[src/index_range_first_fit_allocator_assert.svh]
// Assertion macros for the index range allocator.
`ifndef INDEX_RANGE_FIRST_FIT_ALLOCATOR_ASSERT_SVH
`define INDEX_RANGE_FIRST_FIT_ALLOCATOR_ASSERT_SVH

// Condition holds at every edge out of reset.
`define IRFFA_ASSERT_ALWAYS(label, clk, rst, cond, msg) \
   label: assert property (@(posedge clk) disable iff (rst) (cond)) else $error(msg);

// Consequent holds in the cycle after the antecedent.
`define IRFFA_ASSERT_NEXT(label, clk, rst, ante, cons, msg) \
   label: assert property (@(posedge clk) disable iff (rst) (ante) |=> (cons)) else $error(msg);

`endif

[src/irffa_pkg.sv]
// Shared types, constants and cell control decode for the index range allocator.
`default_nettype none
package irffa_pkg;

   localparam int FREE_RANGES   = 64;
   localparam int PENDING_FREES = 32;
   localparam int FIDX_W = $clog2(FREE_RANGES);
   localparam int FCNT_W = $clog2(FREE_RANGES + 1);
   localparam int PIDX_W = $clog2(PENDING_FREES);
   localparam int PCNT_W = $clog2(PENDING_FREES + 1);

   localparam int START_W  = 24;
   localparam int COUNT_W  = 25;
   localparam int DELAY_W  = 4;
   localparam int CMD_W    = 2;
   localparam int STATUS_W = 3;

   localparam logic [COUNT_W-1:0] SPACE_LIMIT = COUNT_W'(1) << START_W;

   typedef enum logic [CMD_W-1:0] {
      CMD_ALLOC = 2'd0,
      CMD_FREE  = 2'd1,
      CMD_TICK  = 2'd2,
      CMD_NONE  = 2'd3
   } cmd_type;

   typedef enum logic [STATUS_W-1:0] {
      ST_OK      = 3'd0,
      ST_NOSPACE = 3'd1,
      ST_QFULL   = 3'd2,
      ST_ZERO    = 3'd3,
      ST_DROP    = 3'd4
   } status_type;

   typedef enum logic [0:0] {
      CSR_CAPACITY = 1'b0,
      CSR_DELAY    = 1'b1
   } csr_type;

   typedef struct packed {
      logic [START_W-1:0] start;
      logic [COUNT_W-1:0] len;
      logic [DELAY_W-1:0] delay;
   } entry_type;

   typedef enum logic [2:0] {
      C_HOLD = 3'd0,
      C_NEXT = 3'd1,
      C_PREV = 3'd2,
      C_LOAD = 3'd3,
      C_DEC  = 3'd4
   } cell_ctl_type;

   typedef enum logic [2:0] {
      T_HOLD = 3'd0,
      T_ROT  = 3'd1,
      T_SHL  = 3'd2,
      T_SHR  = 3'd3,
      T_WR   = 3'd4,
      T_DEC  = 3'd5
   } tbl_op_type;

   typedef struct packed {
      cell_ctl_type ctl;
      entry_type    load;
   } cell_in_type;

   function automatic cell_ctl_type cell_ctl(tbl_op_type op, logic above, logic at,
                                             logic last);
      cell_ctl_type ctl;
      ctl = C_HOLD;
      case (op)
         T_ROT: ctl = C_NEXT;
         T_SHL: ctl = ((above || at) && !last) ? C_NEXT : C_HOLD;
         T_SHR: ctl = above ? C_PREV : (at ? C_LOAD : C_HOLD);
         T_WR:  ctl = at ? C_LOAD : C_HOLD;
         T_DEC: ctl = C_DEC;
         default: ctl = C_HOLD;
      endcase
      return ctl;
   endfunction

endpackage
`default_nettype wire

[src/irffa_cell.sv]
// One table cell: holds a range entry and takes it from a neighbor, a load or a countdown.
`default_nettype none
module irffa_cell (
   input  logic                   clock,
   input  irffa_pkg::cell_in_type cmd,
   input  irffa_pkg::entry_type   next_d,
   input  irffa_pkg::entry_type   prev_d,
   output irffa_pkg::entry_type   entry_q
);

   irffa_pkg::entry_type entry_ff, entry_in;

   always_comb begin
      entry_in = entry_ff;
      case (cmd.ctl)
         irffa_pkg::C_NEXT: entry_in = next_d;
         irffa_pkg::C_PREV: entry_in = prev_d;
         irffa_pkg::C_LOAD: entry_in = cmd.load;
         irffa_pkg::C_DEC:  entry_in.delay = entry_ff.delay - irffa_pkg::DELAY_W'(1);
         default:           entry_in = entry_ff;
      endcase
   end

   always_ff @(posedge clock) begin
      entry_ff <= entry_in;
   end

   assign entry_q = entry_ff;

endmodule
`default_nettype wire

[config.mk]
export PLATFORM = sky130hd
export DESIGN_NAME = irffa_cell
export DESIGN_NICKNAME = d
export VERILOG_FILES = /design/src/index_range_first_fit_allocator_assert.svh /design/src/irffa_pkg.sv /design/src/irffa_cell.sv
export SDC_FILE = /design/constraint.sdc
export NUM_CORES = 1
export LEC_CHECK = 0
export BUFFER_PORTS_ARGS = -buffer_cell sky130_fd_sc_hd__buf_2
export CAP_MARGIN = 20
export CORE_MARGIN = 3
export CORE_UTILIZATION = 45
export CTS_BUF_LIST = sky130_fd_sc_hd__clkbuf_4
export DETAILED_ROUTE_END_ITERATION = 7
export PLACE_DENSITY = 0.88
export SLEW_MARGIN = 0
export SYNTH_ARGS = -nofsm -noshare
export SYNTH_HDL_FRONTEND = slang
export SYNTH_SLANG_ARGS = --single-unit
export TNS_END_PERCENT = 10
[constraint.sdc]
create_clock -name clock -period 4.18 [get_ports clock]
set_input_delay 0.209 -clock clock [delete_from_list [all_inputs] [get_ports clock]]
set_output_delay 0.209 -clock clock [all_outputs]
set_load 0.03 [all_outputs]
==> impl_metrics.toml <==
[floorplan]
die_h_um = 86.6
ios = 216
dieWidth_um = 86.6
core_area_mm2 = 0.00610
start_util_pct = 47.9
die_area_mm2 = 0.00749
core.rowCount = 28

[cts]
clk_pin_slew_ns = 0.14
cts_buffers = 5
cts_buffer_depth = 2
cts-resized-gates = 0
cts_hold_buf = 0
clock_latency_ns = 0.36
cts_setup_buffers = 0
clkSinkCount = 53
htreeDepth = 2
cts_tree = "done"
clockRootBuffer = "clkbuf_4"

[drt]
route.detailed.drc = 0
routedWlPerCell_um = 15.0
drtAntennaViolNets = 0
first_pass_iters = 4
viasPerCell = 4.99
vias = 2653
wl_mm = 7.98
drt_iter0_drc = 85

[grt]
grt_first_pass_wirelength_mm = 12.0
grt_max_degree = 101
grt_usage_pct = 20.5
grt_pass1_vias = 2620
grt-ovfl-total = 0
grt_antenna_before_repair = 0

[pwr]
p_leak_nw = 2.01
p_per_area_mw_per_mm2 = 311
p_int_mw = 0.854
p_comb_share_pct = 29.2
p_sw_share_pct = 31.2
irDropWorstVdd_uv = 145
seq_power_share_pct = 53.5
netSwitchingPower_mw = 0.388
clkPwrFrac_pct = 17.4

[timing]
maxSlewHeadroom_pct = 41.8
fin_crit_ns = 1.77
tightest_slew_ns = 0.873
finalHoldViolations = 0
tns_ns = 0
fmax_ghz = 0.566
setup_viol = 0
finalHoldWorstSlack_ns = 0.112
rsz0062_at_grt = "no"
fin_worst_skew_ns = 0.00657
slew_violations = 0
period_share_pct = 42.3

[run_status]
outcome = "finished clean"

[placed_design]
hpwl_mm = 6.31
port_buffers = 215
place_congestion = 0.739
placed_area_mm2 = 0.00395

[setup_path]
startpoint = "cmd[53]"
worst_ep_required_time_ns = 4.32
cp_max_fo = 30
r2r.worst_path.cells = 5
r2r_end = "entry_q[2]"
start_kind = "input port"
reg2reg_slack_ns = 2.87
cp_data_arrival_time_ns = 1.91
end_kind = "flop"
worstSetupPathType = "input port to flop"
reg2reg_from = "entry_q[0]"

[final_layout]
antennaDiodeCount = 0
num-nets-final = 621
drive_gt1_share_pct = 50.1
syn2layout_area_growth_pct = 36.8
fin_area_mm2 = 0.00399
largest_register_ffs = 53

[logic_synthesis]
ys_async_sr_fraction_pct = 0
synth-edff-count = 53
synth_ff_type = "edfxtp_1"
netlist_area_mm2 = 0.00292
synth.top_cell.area_share_pct = 54.5
syn_area_per_cell_um2 = 11.5
syn_inst = 253
yosys-top-cells-count = "edfxtp_1, mux2i_1, nand2_1"
yosysWarningCount = 0
yosysMostFrequentCell = "edfxtp_1"
ys_seq_area_share_pct = 54.5
synth_area_leader_cell = "edfxtp_1"
syn-num-nets = 417
synth.distinct_cells = 24
netlist_top_cells_area = "edfxtp_1, mux2i_1, o21ai_0"
ys_ff_latch = 53

[worst_hold_path]
hold_end = "entry_q[40]"
worstHoldStart = "next_d[40]"
min_path_type = "input port to flop"
min_path_cells = 3

[job]
cap_violations = 0
==> cell usage in the layout, fill, tap and decap left out <==
cell type / netlist / final
a211o_1: 2 / 2
a211oi_1: 2 / 2
a21o_1: 2 / 2
buf_2: 4 / 215
buf_4: 2 / 2
clkbuf_4: 0 / 6
clkinv_1: 0 / 1
edfxtp_1: 53 / 53
ha_1: 1 / 1
inv_1: 3 / 3
mux2_2: 1 / 1
mux2i_1: 52 / 52
nand2_1: 49 / 49
nand2b_4: 1 / 1
nand3_2: 1 / 1
nor2_1: 6 / 5
nor2_4: 0 / 1
nor3_1: 2 / 2
o211ai_2: 1 / 1
o21ai_0: 41 / 41
o21ai_1: 11 / 11
o31ai_1: 1 / 1
or3b_4: 1 / 1
xnor2_1: 2 / 2
xor2_1: 1 / 1
==> layout make-up <==
type,count,area (um2)
fill,527,2100
sequential,53,1590
multi-input combinational,177,1160
timing repair buffer,217,1090
tap,75,93.8
clock buffer,6,45.0
inverter,3,11.3
clock inverter,1,3.75
==> through the flow <==
stage	cells	total power [mW]	setup slack [ns]	utilization (%)
CTS	532	1.25	2.41	65.5
global route	532	1.31	2.25	65.5
global placement	525	1.03	2.06	64.7
finish	532	1.24	2.41	65.5
detailed placement	525	1.04	2.00	64.7
floorplan	253	0.904	1.25	-
==> logic make-up after synthesis <==
family,synth area share (%)
AO/OA/AOI/OAI,11.2
AND/OR/NAND/NOR,8.61
multiplexers,18.2
flip-flops,54.5
buffers and inverters,6.13
XOR/XNOR,0.900
adder cells (fa/ha/maj),0.428
==> worst max-delay path, stage by stage <==
cell,delay (ns)
buf_2,0.61
buf_4,0.56
mux2i_1,0.24
a211oi_1,0.09
a21o_1,0.16
==> power by group through the flow <==
stage,logic [mW],clock network (mW),registers (mW)
global route,0.393,0.243,0.670
detailed placement,0.365,0,0.678
global placement,0.355,0,0.673
CTS,0.366,0.220,0.666
floorplan,0.117,0,0.787
finish,0.362,0.216,0.664
==> per-layer routing <==
layer	GRT usage [%]	share of wire [%]
met1	21.5	35
met5	0	0
met2	38.8	55
met3	6.27	8.7
met4	6.37	1.6
==> worst max-delay path by stage <==
stage               depth (start not counted)           to  slack, ns
detailed placement                          5   entry_q[0]       2.00
global route                                4  entry_q[18]       2.25
CTS                                         4  entry_q[18]       2.41
finish                                      5   entry_q[0]       2.41
global placement                            5   entry_q[0]       2.06
floorplan                                   3  entry_q[10]       1.25
Power figures use the tool's default switching activity.
